### config.mk
export PLATFORM = sky130hd
export DESIGN_NAME = glos_fifo
export DESIGN_NICKNAME = d
export VERILOG_FILES = /design/src/hdl/glos_pkg.sv /design/src/hdl/glos_fifo.sv
export SDC_FILE = /design/constraint.sdc
export NUM_CORES = 1
export LEC_CHECK = 0
export ABC_AREA = 1
export BUFFER_PORTS_ARGS = -buffer_cell sky130_fd_sc_hd__buf_2
export CAP_MARGIN = 30
export CORE_AREA = 2 2 146 148
export CTS_CLUSTER_SIZE = 20
export DETAILED_ROUTE_END_ITERATION = 8
export DIE_AREA = 0 0 148 150
export GPL_ROUTABILITY_DRIVEN = 0
export REMOVE_ABC_BUFFERS = 1
export SLEW_MARGIN = 30
export SYNTH_ARGS = -nofsm -noshare
export SYNTH_HDL_FRONTEND = slang
export SYNTH_SLANG_ARGS = --single-unit
### constraint.sdc
create_clock -name clk -period 3.1 [get_ports clk]
set_clock_uncertainty 0.2 [all_clocks]
set_input_delay 0.465 -clock clk [delete_from_list [all_inputs] [get_ports clk]]
set_output_delay 0.465 -clock clk [all_outputs]
set_load 0.01 [all_outputs]
### src/hdl/glos_pkg.sv
// ============================================================================
// glos_pkg: shared types and constants for the grid line-of-sight block
// Field widths, stream packing, queue entry layout and state encodings.
// ============================================================================
package glos_pkg;

    // Field widths of one input beat.
    localparam int X_W = 8;
    localparam int Y_W = 6;

    // Default map size.
    localparam int DEF_MAP_WIDTH  = 256;
    localparam int DEF_MAP_HEIGHT = 64;

    // Stream widths.
    localparam int S_TDATA_W = 48;
    localparam int M_TDATA_W = 8;

    // Bit positions inside s_tdata.
    localparam int TILE_X_LSB    = 0;
    localparam int TILE_Y_LSB    = TILE_X_LSB + X_W;
    localparam int TILE_OPEN_BIT = TILE_Y_LSB + Y_W;
    localparam int FROM_X_LSB    = TILE_OPEN_BIT + 1;
    localparam int FROM_Y_LSB    = FROM_X_LSB + X_W;
    localparam int TO_X_LSB      = FROM_Y_LSB + Y_W;
    localparam int TO_Y_LSB      = TO_X_LSB + X_W;

    // Walker arithmetic: signed tile coordinates, products and error term.
    localparam int COORD_W = 10;
    localparam int PROD_W  = 2 * X_W;
    localparam int Q_W     = PROD_W + 2;

    // Queue between the front and back parts.
    localparam int FIFO_DEPTH = 4;
    localparam int FIFO_PTR_W = $clog2(FIFO_DEPTH);

    // Action codes carried on s_tuser.
    localparam logic ACT_WRITE = 1'b0;
    localparam logic ACT_QUERY = 1'b1;

    // Item classes decided by the front part.
    typedef enum logic [1:0] {
        KIND_WRITE,
        KIND_NEAR,
        KIND_LINE,
        KIND_WALK
    } glos_kind_t;

    // Back part sequencer states.
    typedef enum logic [2:0] {
        ST_CLEAR,
        ST_IDLE,
        ST_MUL_F2,
        ST_MUL_SQ,
        ST_PREP,
        ST_WALK,
        ST_RESULT
    } glos_state_t;

    // One classified item. For writes, from_x/from_y hold the tile to write.
    typedef struct packed {
        glos_kind_t       kind;
        logic             x_major;
        logic             sx_neg;
        logic             sy_neg;
        logic [X_W-1:0]   ax;
        logic [Y_W-1:0]   ay;
        logic [X_W-1:0]   from_x;
        logic [Y_W-1:0]   from_y;
        logic [X_W-1:0]   to_x;
        logic [Y_W-1:0]   to_y;
        logic             tile_open;
    } glos_entry_t;

    // Queue fill status.
    typedef struct packed {
        logic full;
        logic empty;
    } glos_fifo_stat_t;

    // Back part status seen by the front part.
    typedef struct packed {
        logic clearing;
    } glos_back_stat_t;

endpackage

### src/hdl/glos_fifo.sv
// ============================================================================
// glos_fifo: item queue
// Short first-in first-out queue that decouples the classifier from the
// line walker, so that either side can stall on its own.
// ============================================================================
module glos_fifo (
    input  logic                        clk,
    input  logic                        rst_n,
    input  logic                        push,
    input  glos_pkg::glos_entry_t       push_entry,
    input  logic                        pop,
    output glos_pkg::glos_entry_t       head,
    output glos_pkg::glos_fifo_stat_t   fifo_stat
);
    import glos_pkg::*;

    glos_entry_t           entry_reg [FIFO_DEPTH];
    logic [FIFO_PTR_W-1:0] wr_ptr_reg;
    logic [FIFO_PTR_W-1:0] wr_ptr_next;
    logic [FIFO_PTR_W-1:0] rd_ptr_reg;
    logic [FIFO_PTR_W-1:0] rd_ptr_next;
    logic [FIFO_PTR_W:0]   count_reg;
    logic [FIFO_PTR_W:0]   count_next;

    assign fifo_stat.full  = (count_reg == (FIFO_PTR_W+1)'(FIFO_DEPTH));
    assign fifo_stat.empty = (count_reg == '0);
    assign head            = entry_reg[rd_ptr_reg];

    // Pointer and fill count update.
    always_comb
    begin
        wr_ptr_next = push ? wr_ptr_reg + 1'b1 : wr_ptr_reg;
        rd_ptr_next = pop ? rd_ptr_reg + 1'b1 : rd_ptr_reg;
        count_next  = count_reg;
        if (push && !pop)
            count_next = count_reg + 1'b1;
        else if (pop && !push)
            count_next = count_reg - 1'b1;
    end

    always_ff @(posedge clk or negedge rst_n)
    begin
        if (!rst_n)
        begin
            wr_ptr_reg <= '0;
            rd_ptr_reg <= '0;
            count_reg  <= '0;
        end
        else
        begin
            wr_ptr_reg <= wr_ptr_next;
            rd_ptr_reg <= rd_ptr_next;
            count_reg  <= count_next;
        end
    end

    // Entry storage.
    always_ff @(posedge clk)
    begin
        if (push)
            entry_reg[wr_ptr_reg] <= push_entry;
    end

endmodule

## After elaboration in Yosys (flattened, before gate mapping)

Memory sizes are Yosys's and may differ from the RTL's.
Cells that the tools add are included.

- Bits in registers: 7
- Memory bits (writable): 192
- Output and inout port bits: 50
- Logic and storage cells: 19
- Memories kept: 1

- Add/sub/neg operators: 4
- Eq/ne operators: 1
- Muxes and demuxes: 4
- Reductions and logical operators: 6

Memory list:

| name | depth | width | rd ports | clocked after memory_dff | wr ports | RTL line | RTL |
|---|---|---|---|---|---|---|---|
| entry_reg | 4 | 48 | 1 | 0 | 1 | glos_fifo.sv:17 | `glos_entry_t entry_reg [FIFO_DEPTH];` |

Operators with widths:

| kind | number |
|---|---|
| $mux W3 | 2 |
| $add A2 B1 Y2 const B | 2 |
| $add A3 B1 Y3 const B | 1 |
| $eq A3 B3 Y1 const B | 1 |
| $logic_not A3 Y1 | 1 |
| $sub A3 B1 Y3 const B | 1 |
| $logic_and A1 B1 Y1 | 2 |
| $logic_not A1 Y1 | 2 |
| $mux W1 | 2 |
| $reduce_bool A2 Y1 | 1 |

## Longest topological paths before layout

- Depth after elaboration: 4
- Depth in mapped cells: 9

## Least setup slack after synthesis

No wires, ideal clock.

- Kind: input port to flip-flop
- Start point: in push
- End point: mem entry_reg[0][0] (netlist bit), enable pin
- Library setup time: 402 ps
- Arrival time: 1696 ps
- Data required time: 2498 ps
- Slack: 802 ps
- Stages on the path: 3
- Path buffers: 1
- Cells stage by stage: clkbuf_1 -> nand2_1 -> inv_1

- Word-level cells in the longest chain between the ends: 2

RTL lines:

| item | RTL line | RTL |
|---|---|---|
| from (decl) | glos_fifo.sv:9 | `input logic push,` |
| $mux W1 | glos_fifo.sv:60 | `if (push)` |
| $mux W1 (not written as such) | glos_fifo.sv:61 | `entry_reg[wr_ptr_reg] <= push_entry;` |
| to (decl) | glos_fifo.sv:17 |  |

Every way passes these cells.

==> metrics.yaml <==
placed_area_um2: 8910
die_y_um: 150
grt_remaining_overflow: 0
min_path_cells: 1
rrSetupSlack_ns: 1.04
rsz0062_at_grt: "no"
cts_tree: "built"
worstHoldPathType: "input pin to flop"
clockBufferDepth: 2
synth_top_area_share_pct: 70.6
hold_start: "push_entry[10]"
grt_usage_pct: 15.0
fin_cells: 997
holdPathEnd: "entry_reg[1][10]$_DFFE_PP_"
critPathKind: "flop to output port"
dp_hpwl_um: 9920
ios: 102
grt_pass1_wl_um: 25100
preCtsSetupSlack_ns: 0.790
yosysTopAreaCell: "edfxtp_1"
placed_cells: 963
start_util_pct: 39.5
ys_seq_area_share_pct: 72.7
die_width_um: 148
vias: 4729
whs_ns: 0.0559
p_leak_nw: 3.83
cp.required_ns: 2.43
syn_avg_cell_area_um2: 13.4
syn_area_um2: 8170
outcome: "finished clean"
crit_fanout: 57
drc_errors: 0
drv_cap: 0
antenna_found_initial: 4
path_clk_slew_ns: 0.07
setup_tns_ns: 0
slew_headroom_pct: 50.3
final_layout_size_suffix_gt1_share_pct: 23.3
clock-sinks: 199
synth_ff_type: "edfxtp_1"
r2r_end: "entry_reg[0][35]$_DFFE_PP_"
coreArea_um2: 20700
timing.critical_path.mode_cell: "nand2_1"
async_reset_ff_share_pct: 3.52
firstDrtPassIters: 4
root_buffer: "clkbuf_16"
avgViaCountPerCell: 4.74
path_cells: "buf_4, nand2_1, o211ai_1, nand2_1, buf_2"
finalSetupViolations: 0
cts_setup_buffers: 0
rows: 53
fillers: 1842
worst_pin_slew_ns: 0.745
yosys_warnings: 0
utilization_pct: 45.8
drt_iter0_drc: 318
worstSetupPathDepth: 5
synth_edf_count: 192
pwr_density_cell_nw_per_um2: 937
ys_types: 19
final_cell_area_um2: 9480
crit_arrival_ns: 2.10
ant_nets: 0
synth.most_common_cell: "edfxtp_1"
cts-htree-levels: 4
finalWirelength_um: 16100
slew_viol_final: 0
fmax_ghz: 0.362
clock_latency_ns: 0.42
synth_common_cells: "192 x edfxtp_1, 157 x nand2_1, 107 x inv_1"
largest_reg_flops: 192
grt_max_degree: 59
avgRoutedWirePerCell_um: 16.2
ys_ff_latch: 199
synthTopCellsByArea: "edfxtp_1 71%, nand2_1 7.2%, o211ai_1 7.2%, inv_1 4.9%, o211ai_2 2.8%"
crit_slowest_cell: "dfrtp_4"
port_buffers: 101
cp_num_buf_inv: 2
r2r-start: "wr_ptr_reg[0]$_DFFE_PN0P_"
grt_pass1_vias: 4758
start_kind: "flop"
cp-end-kind: "output port"
fin_nets: 766
fin_crit_ns: 2.76
hold_viol_final: 0
crit_family: "flip-flops"
finalCritPeriodShare_pct: 89.1
irDropWorstVdd_mv: 0.520
r2r_cells: 5
area_delta_synth_final_pct: 16.1
syn_inst: 608
die_area_um2: 22200
slowest_delay_ns: 0.84
timing.final.ws_setup_ns: 0.338
numCtsBuffers: 17
finalPower_mw: 8.89
==> cell families after synthesis <==
logic type / after synthesis / synth area share [%]
buf+inv: 141 / 8.39
compound gates: 97 / 9.98
fa+ha+maj: 6 / 1.01
xor+xnor: 4 / 0.429
simple gates: 161 / 7.47
flops: 199 / 72.7
==> where the power goes <==
group	internal, mW	total [mW]	switching (mW)	leakage (nW)
registers	3.53	3.79	0.265	1.84
logic	1.08	3.01	1.93	1.71
clock network	1.18	2.08	0.904	0.272
total	5.78	8.89	3.10	3.83
==> per-layer routing <==
layer	share of wire [%]	global-route usage, %
met2	50	25.1
met1	44	18.9
met5	0.17	0
met4	0.98	4.19
met3	4.7	4.66
==> layout make-up <==
| type | count | area, um^2 | area share [%] |
|---|---|---|---|
| Antenna cell | 2 | 5.00 | 0.0528 |
| Inverter | 108 | 405 | 4.27 |
| Clock buffer | 17 | 425 | 4.49 |
| Multi-Input combinational cell | 268 | 1540 | 16.3 |
| Sequential cell | 199 | 5950 | 62.7 |
| Clock inverter | 14 | 134 | 1.41 |
| Tap cell | 275 | 344 | 3.63 |
| Timing Repair Buffer | 114 | 681 | 7.18 |
==> worst max-delay path by stage <==
stage                              start  endpoint  slack (ns)
6_report       rd_ptr_reg[0]$_DFFE_PN0P_  head[32]        0.34
5_1_grt        rd_ptr_reg[0]$_DFFE_PN0P_  head[32]        0.16
4_1_cts        rd_ptr_reg[0]$_DFFE_PN0P_  head[29]        0.32
3_5_place_dp   rd_ptr_reg[0]$_DFFE_PN0P_  head[29]        0.79
3_3_place_gp   rd_ptr_reg[0]$_DFFE_PN0P_  head[29]        0.83
2_1_floorplan  rd_ptr_reg[0]$_DFFE_PN0P_   head[0]       -1.49
==> layout by cell type, fill, tap and decap left out, types with 2 or more instances in the layout <==
cell type,instances
buf_12,6
buf_2,101
buf_4,6
bufinv_16,2
clkbuf_16,17
clkinv_2,6
clkinvlp_4,3
dfrtp_1,5
diode_2,2
edfxtp_1,192
ha_1,5
inv_1,103
inv_2,5
inv_6,2
nand2_1,157
nor3_1,2
o211ai_1,78
o211ai_2,18
xor2_1,3
==> what timing repair did <==
action | in CTS | in global routing
hold endpoints to repair | 7 | 0
hold buffers | 1 | 0
gates resized for setup | 0 | 0
Power figures use the tool's default switching activity.
