$ cat src/hdl/glos_pkg.sv
// ============================================================================
// glos_pkg: shared types and constants for the grid line-of-sight block
// Field widths, stream packing, queue entry layout and state encodings.
// ============================================================================
package glos_pkg;

    // Field widths of one input beat.
    localparam int X_W = 8;
    localparam int Y_W = 6;

    // Default map size.
    localparam int DEF_MAP_WIDTH  = 256;
    localparam int DEF_MAP_HEIGHT = 64;

    // Stream widths.
    localparam int S_TDATA_W = 48;
    localparam int M_TDATA_W = 8;

    // Bit positions inside s_tdata.
    localparam int TILE_X_LSB    = 0;
    localparam int TILE_Y_LSB    = TILE_X_LSB + X_W;
    localparam int TILE_OPEN_BIT = TILE_Y_LSB + Y_W;
    localparam int FROM_X_LSB    = TILE_OPEN_BIT + 1;
    localparam int FROM_Y_LSB    = FROM_X_LSB + X_W;
    localparam int TO_X_LSB      = FROM_Y_LSB + Y_W;
    localparam int TO_Y_LSB      = TO_X_LSB + X_W;

    // Walker arithmetic: signed tile coordinates, products and error term.
    localparam int COORD_W = 10;
    localparam int PROD_W  = 2 * X_W;
    localparam int Q_W     = PROD_W + 2;

    // Queue between the front and back parts.
    localparam int FIFO_DEPTH = 4;
    localparam int FIFO_PTR_W = $clog2(FIFO_DEPTH);

    // Action codes carried on s_tuser.
    localparam logic ACT_WRITE = 1'b0;
    localparam logic ACT_QUERY = 1'b1;

    // Item classes decided by the front part.
    typedef enum logic [1:0] {
        KIND_WRITE,
        KIND_NEAR,
        KIND_LINE,
        KIND_WALK
    } glos_kind_t;

    // Back part sequencer states.
    typedef enum logic [2:0] {
        ST_CLEAR,
        ST_IDLE,
        ST_MUL_F2,
        ST_MUL_SQ,
        ST_PREP,
        ST_WALK,
        ST_RESULT
    } glos_state_t;

    // One classified item. For writes, from_x/from_y hold the tile to write.
    typedef struct packed {
        glos_kind_t       kind;
        logic             x_major;
        logic             sx_neg;
        logic             sy_neg;
        logic [X_W-1:0]   ax;
        logic [Y_W-1:0]   ay;
        logic [X_W-1:0]   from_x;
        logic [Y_W-1:0]   from_y;
        logic [X_W-1:0]   to_x;
        logic [Y_W-1:0]   to_y;
        logic             tile_open;
    } glos_entry_t;

    // Queue fill status.
    typedef struct packed {
        logic full;
        logic empty;
    } glos_fifo_stat_t;

    // Back part status seen by the front part.
    typedef struct packed {
        logic clearing;
    } glos_back_stat_t;

endpackage

$ cat src/hdl/glos_front.sv
// ============================================================================
// glos_front: input beat classifier
// Accepts input beats, computes deltas and directions, sorts each item into
// write, trivial, straight or walked query and pushes it into the queue.
// ============================================================================
module glos_front (
    input  logic                            s_tvalid,
    output logic                            s_tready,
    // s_tdata fields from bit 0 up: tile_x, tile_y, tile_open, from_x,
    // from_y, to_x, to_y, zero padding
    input  logic [glos_pkg::S_TDATA_W-1:0]  s_tdata,
    // s_tuser fields from bit 0 up: action
    input  logic                            s_tuser,
    input  glos_pkg::glos_fifo_stat_t       fifo_stat,
    input  glos_pkg::glos_back_stat_t       back_stat,
    output logic                            push,
    output glos_pkg::glos_entry_t           push_entry
);
    import glos_pkg::*;

    logic [X_W-1:0] tile_x;
    logic [Y_W-1:0] tile_y;
    logic           tile_open;
    logic [X_W-1:0] from_x;
    logic [Y_W-1:0] from_y;
    logic [X_W-1:0] to_x;
    logic [Y_W-1:0] to_y;
    logic [X_W:0]   dx;
    logic [Y_W:0]   dy;
    logic [X_W-1:0] ax;
    logic [Y_W-1:0] ay;
    logic           near;
    logic           straight;

    // Unpack the data beat.
    assign tile_x    = s_tdata[TILE_X_LSB +: X_W];
    assign tile_y    = s_tdata[TILE_Y_LSB +: Y_W];
    assign tile_open = s_tdata[TILE_OPEN_BIT];
    assign from_x    = s_tdata[FROM_X_LSB +: X_W];
    assign from_y    = s_tdata[FROM_Y_LSB +: Y_W];
    assign to_x      = s_tdata[TO_X_LSB +: X_W];
    assign to_y      = s_tdata[TO_Y_LSB +: Y_W];

    // Accept while the queue has room and the map clearing pass is over.
    assign s_tready = !fifo_stat.full && !back_stat.clearing;
    assign push     = s_tvalid && s_tready;

    // Signed deltas and their magnitudes.
    assign dx = {1'b0, to_x} - {1'b0, from_x};
    assign dy = {1'b0, to_y} - {1'b0, from_y};
    assign ax = dx[X_W] ? (from_x - to_x) : (to_x - from_x);
    assign ay = dy[Y_W] ? (from_y - to_y) : (to_y - from_y);

    // Neighbors are always visible; rows, columns and knight steps only
    // check tiles on the long axis with the short coordinate fixed.
    assign near     = (ax < X_W'(2)) && (ay < Y_W'(2));
    assign straight = (ax == '0) || (ay == '0)
                   || ((ax == X_W'(1)) && (ay == Y_W'(2)))
                   || ((ax == X_W'(2)) && (ay == Y_W'(1)));

    // Build the queue entry.
    always_comb
    begin
        push_entry.x_major   = (ax >= {2'b00, ay});
        push_entry.sx_neg    = dx[X_W];
        push_entry.sy_neg    = dy[Y_W];
        push_entry.ax        = ax;
        push_entry.ay        = ay;
        push_entry.to_x      = to_x;
        push_entry.to_y      = to_y;
        push_entry.tile_open = tile_open;
        if (s_tuser == ACT_WRITE)
        begin
            push_entry.from_x = tile_x;
            push_entry.from_y = tile_y;
        end
        else
        begin
            push_entry.from_x = from_x;
            push_entry.from_y = from_y;
        end
        priority if (s_tuser == ACT_WRITE)
            push_entry.kind = KIND_WRITE;
        else if (near)
            push_entry.kind = KIND_NEAR;
        else if (straight)
            push_entry.kind = KIND_LINE;
        else
            push_entry.kind = KIND_WALK;
    end

endmodule

$ cat config.mk
export PLATFORM = sky130hd
export DESIGN_NAME = glos_front
export DESIGN_NICKNAME = d
export VERILOG_FILES = /design/src/hdl/glos_pkg.sv /design/src/hdl/glos_front.sv
export SDC_FILE = /design/constraint.sdc
export NUM_CORES = 1
export LEC_CHECK = 0
export BUFFER_PORTS_ARGS = -buffer_cell sky130_fd_sc_hd__buf_4
export CAP_MARGIN = 5
export CORE_UTILIZATION = 52
export DETAILED_ROUTE_END_ITERATION = 12
export PLACE_DENSITY = 0.93
export SLEW_MARGIN = 20
export SYNTH_ARGS = -nofsm -noshare
export SYNTH_HDL_FRONTEND = slang
export SYNTH_SLANG_ARGS = --single-unit
$ cat constraint.sdc
create_clock -name vclk -period 4.3
set_clock_uncertainty 0.2 [all_clocks]
set_input_delay 0 -clock vclk [all_inputs]
set_output_delay 0 -clock vclk [all_outputs]
set_load 0.005 [all_outputs]
# [Yosys cells after proc, flatten, opt, wreduce, memory -nomap -nowiden]
# Index checks and enable logic that the tools add are counted.
[totals] word_cells=31 register_bits=0
[op_classes] mux=6 magnitude_cmp=3 reduce_logical=12 n_addsub=6 eq_ne=4
[ops] operator="$sub 8x8->8" n=2
[ops] operator="$mux 14" n=1
[ops] operator="$sub 6x6->6" n=2
[ops] operator="$sub 8x8->9" n=1
[ops] operator="$eq 8x1->1 const B" n=1
[ops] operator="$eq 8x2->1 const B" n=1
[ops] operator="$ge 8x6->1" n=1
[ops] operator="$logic_not 8->1" n=1
[ops] operator="$lt 8x2->1 const B" n=1
[ops] operator="$mux 8" n=1
[ops] operator="$sub 6x6->7" n=1
[ops] operator="$eq 6x1->1 const B" n=1
[ops] operator="$eq 6x2->1 const B" n=1
[ops] operator="$logic_not 6->1" n=1
[ops] operator="$lt 6x2->1 const B" n=1
[ops] operator="$mux 6" n=1
[ops] operator="$logic_and 1x1->1" n=5
[ops] operator="$mux 2" n=2
[ops] operator="$logic_or 1x1->1" n=3
[ops] operator="$logic_not 1->1" n=2
[ops] operator="$mux 1" n=1

# [Logic depth before layout (Yosys ltp)]
[logic_depth] ltp_word=9 ltp_mapped=16

# [Least setup slack after synthesis]
# Ideal clock, no wire load.
[synth_timing] path_kind="input port to output port" start="input port s_tdata[37] (netlist bit)" end="output port push_entry[45] (netlist bit)" setup_slack_ps=1503 t_arrival_ps=2597 path_stages=14 required_time_ps=4100 cell_sequence="inv_1 -> ha_1 -> inv_1 -> fa_1 -> a211o_1 -> a21o_1 -> a21oi_2 -> mux2i_1 -> ha_1 -> a21o_1 -> nor2_1 -> o21ai_0 -> a211oi_1 -> o21ai_0"
[synth_lines] item="from (decl)" line_no="glos_front.sv:11" rtl="input logic [glos_pkg::S_TDATA_W-1:0] s_tdata,"
[synth_lines] item="to (decl)" line_no="glos_front.sv:17" rtl="output glos_pkg::glos_entry_t push_entry"

==> out/qor_table.md <==
| Result | This run | Unit |
|---|---|---|
| Run status | finished clean | - |
| Overall routing resource usage | 27.0 | % |
| Tightest Pin Transition | 0.820 | ns |
| Iteration count of the initial detailed-routing pass | 6 | - |
| Final net count | 432 | - |
| Total power divided by cell area | 161 | nW/um^2 |
| Pins Over Slew Limit | 0 | - |
| Syn_nets | 346 | - |
| Via count of the first global-routing pass | 2144 | - |
| DIE AREA | 3870 | sq um |
| Via count normalized by instance count | 5.74 | - |
| RSZ-0062 raised after global routing | no | - |
| Utilization after layout | 77.0 | % |
| Routability congestion estimate | 0.931 | - |
| Core Rows | 21 | - |
| First-pass GRT wire length | 9040 | microns |
| Clock buffer count | 0 | - |
| Class of the tightest hold or removal check | in -> out | - |
| Most frequent standard cell in the layout excluding fill and tap cells | sky130_fd_sc_hd__buf_4 | - |
| Seq. cell area | 0 | sq um |
| Worst-case vdd ir drop | 0.0879 | mV |
| Top achievable clock speed | 248 | MHz |
| Global-route congestion overflow total | 0 | - |
| Total via count in the routed design | 2216 | - |
| Highest-count cells in the layout ignoring fill and taps | sky130_fd_sc_hd__buf_4, sky130_fd_sc_hd__inv_1, sky130_fd_sc_hd__ha_1 | - |
| Critical Path Sink Type | output pin | - |
| Chip Height | 62.2 | microns |
| Sum of net half-perimeters after detailed placement | 4160 | microns |
| Starting utilization of the core area | 55.2 | % |
| Count of unique library cells instantiated by Yosys | 54 | - |
| Critical path arrival | 3.83 | ns |
| Core ar. | 3420 | sq um |
| Total number of yosys warnings | 0 | - |
| Final-layout setup total negative slack | 0 | ns |
| Static leakage | 1.42 | nW |
| Area overhead of the layout relative to synthesis | 39.5 | % |
| Final worst path period need | 4.03 | ns |
| Drt initial violations | 143 | - |
| Share of the clock period used by the worst path after layout | 93.6 | % |
| Filler cells | 259 | - |
| Required time at the worst-slack endpoint | 4.10 | ns |
| Tightest slew margin relative to the limit | 45.2 | % |
| Initial antenna violation count | 0 | - |
| Final hold violation count | 0 | - |
| Number of top-level pins | 103 | - |
| PortBufs | 95 | - |
| Largest net degree at the start of global routing | 17 | - |
| Number of standard cells after synthesis | 256 | - |
| Routed WL per cell | 13.7 | microns |
| Critical path start-end classification | in -> out | - |
| Type of origin of the critical path | primary input | - |
| Maximum net fanout on the critical path | 6 | - |
| Seq cells | 0 | - |
| DR DRC count | 0 | - |
| Final number of setup-violating endpoints | 0 | - |
| WL final | 5270 | microns |
| Post-Syn Area per Cell | 7.37 | sq um |
| Register area share after synthesis | 0 | % |
| Max-cap check violation count | 0 | - |
| Syn Std Cell Area | 1890 | sq um |
| Remaining antenna violation count | 0 | - |
| Inserted Diodes | 0 | - |
| Die width | 62.2 | microns |
| Fraction of layout cells with a size suffix above 1 | 35.9 | % |
[layer usage]
metal  vias up  GRT usage [%]  routed length [microns]
li1       1067              -                        -
met4         0           4.65                       87
met1      1013           30.9                     2040
met2       126           54.0                     2760
met3        10           2.02                      385
met5         -              0                        0
[cell usage after synthesis (4+ instances only)]
library cell	number	share of area, %
sky130_fd_sc_hd__fa_1	4	4.2
sky130_fd_sc_hd__inv_1	44	8.8
sky130_fd_sc_hd__a211oi_1	4	1.6
sky130_fd_sc_hd__mux2_2	14	8.4
sky130_fd_sc_hd__buf_4	15	6.0
sky130_fd_sc_hd__mux2i_1	4	2.1
sky130_fd_sc_hd__clkbuf_1	7	1.4
sky130_fd_sc_hd__ha_1	33	22
sky130_fd_sc_hd__nand4_1	4	1.3
sky130_fd_sc_hd__a221oi_1	4	1.9
sky130_fd_sc_hd__nand2_1	15	3.0
sky130_fd_sc_hd__nand3_1	6	1.6
sky130_fd_sc_hd__o21ai_0	9	2.4
sky130_fd_sc_hd__a21oi_1	18	4.8
sky130_fd_sc_hd__xnor2_1	4	1.9
sky130_fd_sc_hd__a21o_1	7	2.8
sky130_fd_sc_hd__nor2_1	6	1.2
[per-stage QoR]
stage | instances | worst slack [ns] | area [sq um] | hold slack [ns] | total power [mW]
after floorplan | 256 | 1.50 | 1890 | -0.168 | 0.248
after global placement | 374 | 0.940 | 2510 | -0.200 | 0.393
after detailed placement | 374 | 0.898 | 2510 | -0.200 | 0.405
after CTS | 386 | 0.301 | 2630 | 0.00298 | 0.416
after global routing | 386 | 0.0557 | 2630 | 0.0162 | 0.466
final | 386 | 0.273 | 2630 | 0.000424 | 0.424
[layout make-up]
| class | count | area, sq um | area share [%] |
|---|---|---|---|
| Inverter | 44 | 165 | 6.28 |
| Multi-Input combinational cell | 189 | 1570 | 59.8 |
| Tap cell | 46 | 57.6 | 2.19 |
| Timing Repair Buffer | 107 | 833 | 31.7 |
[cells by family after synthesis]
logic type | after synthesis | synth area share [%]
AO/OA/AOI/OAI | 71 | 26.7
XOR/XNOR | 5 | 2.72
adder cells (fa/ha/maj) | 37 | 26.1
buffers and inverters | 67 | 16.7
multiplexers | 18 | 10.5
AND/OR/NAND/NOR | 58 | 17.2
[worst max-delay path: stages]
cell                            delay, ns
sky130_fd_sc_hd__dlygate4sd3_1       0.55
sky130_fd_sc_hd__buf_4               0.15
sky130_fd_sc_hd__inv_1               0.05
sky130_fd_sc_hd__ha_1                0.14
sky130_fd_sc_hd__inv_1               0.06
sky130_fd_sc_hd__fa_1                0.46
sky130_fd_sc_hd__a211o_1             0.35
sky130_fd_sc_hd__a21o_1              0.20
sky130_fd_sc_hd__a21oi_2             0.31
sky130_fd_sc_hd__mux2i_2             0.35
sky130_fd_sc_hd__ha_1                0.28
sky130_fd_sc_hd__a21o_1              0.18
sky130_fd_sc_hd__nor2_1              0.09
sky130_fd_sc_hd__o21ai_0             0.07
sky130_fd_sc_hd__a211oi_1            0.22
sky130_fd_sc_hd__o21ai_0             0.18
sky130_fd_sc_hd__buf_4               0.18
[where the power goes]
part / switching [mW] / internal (mW)
Clock: 0 / 0
Sequential: 0 / 0
Combinational: 0.211 / 0.213
Total: 0.211 / 0.213
[final timing paths]
check | start | end | slack (ns) | cells after the start
worst min-delay path | s_tdata[29] | push_entry[7] | 0.0004 | 2
worst max-delay path | s_tdata[37] | push_entry[45] | 0.27 | 17
[timing repair]
| action | 4_1_cts | 5_1_grt |
|---|---|---|
| endpoints found under the hold margin | 12 | 0 |
| endpoints found under the setup margin | 0 | 1 |
| resized for setup | 0 | 1 |
| hold buffers | 12 | 0 |
| buffers inserted | 0 | 0 |
Power figures use the tool's default switching activity.
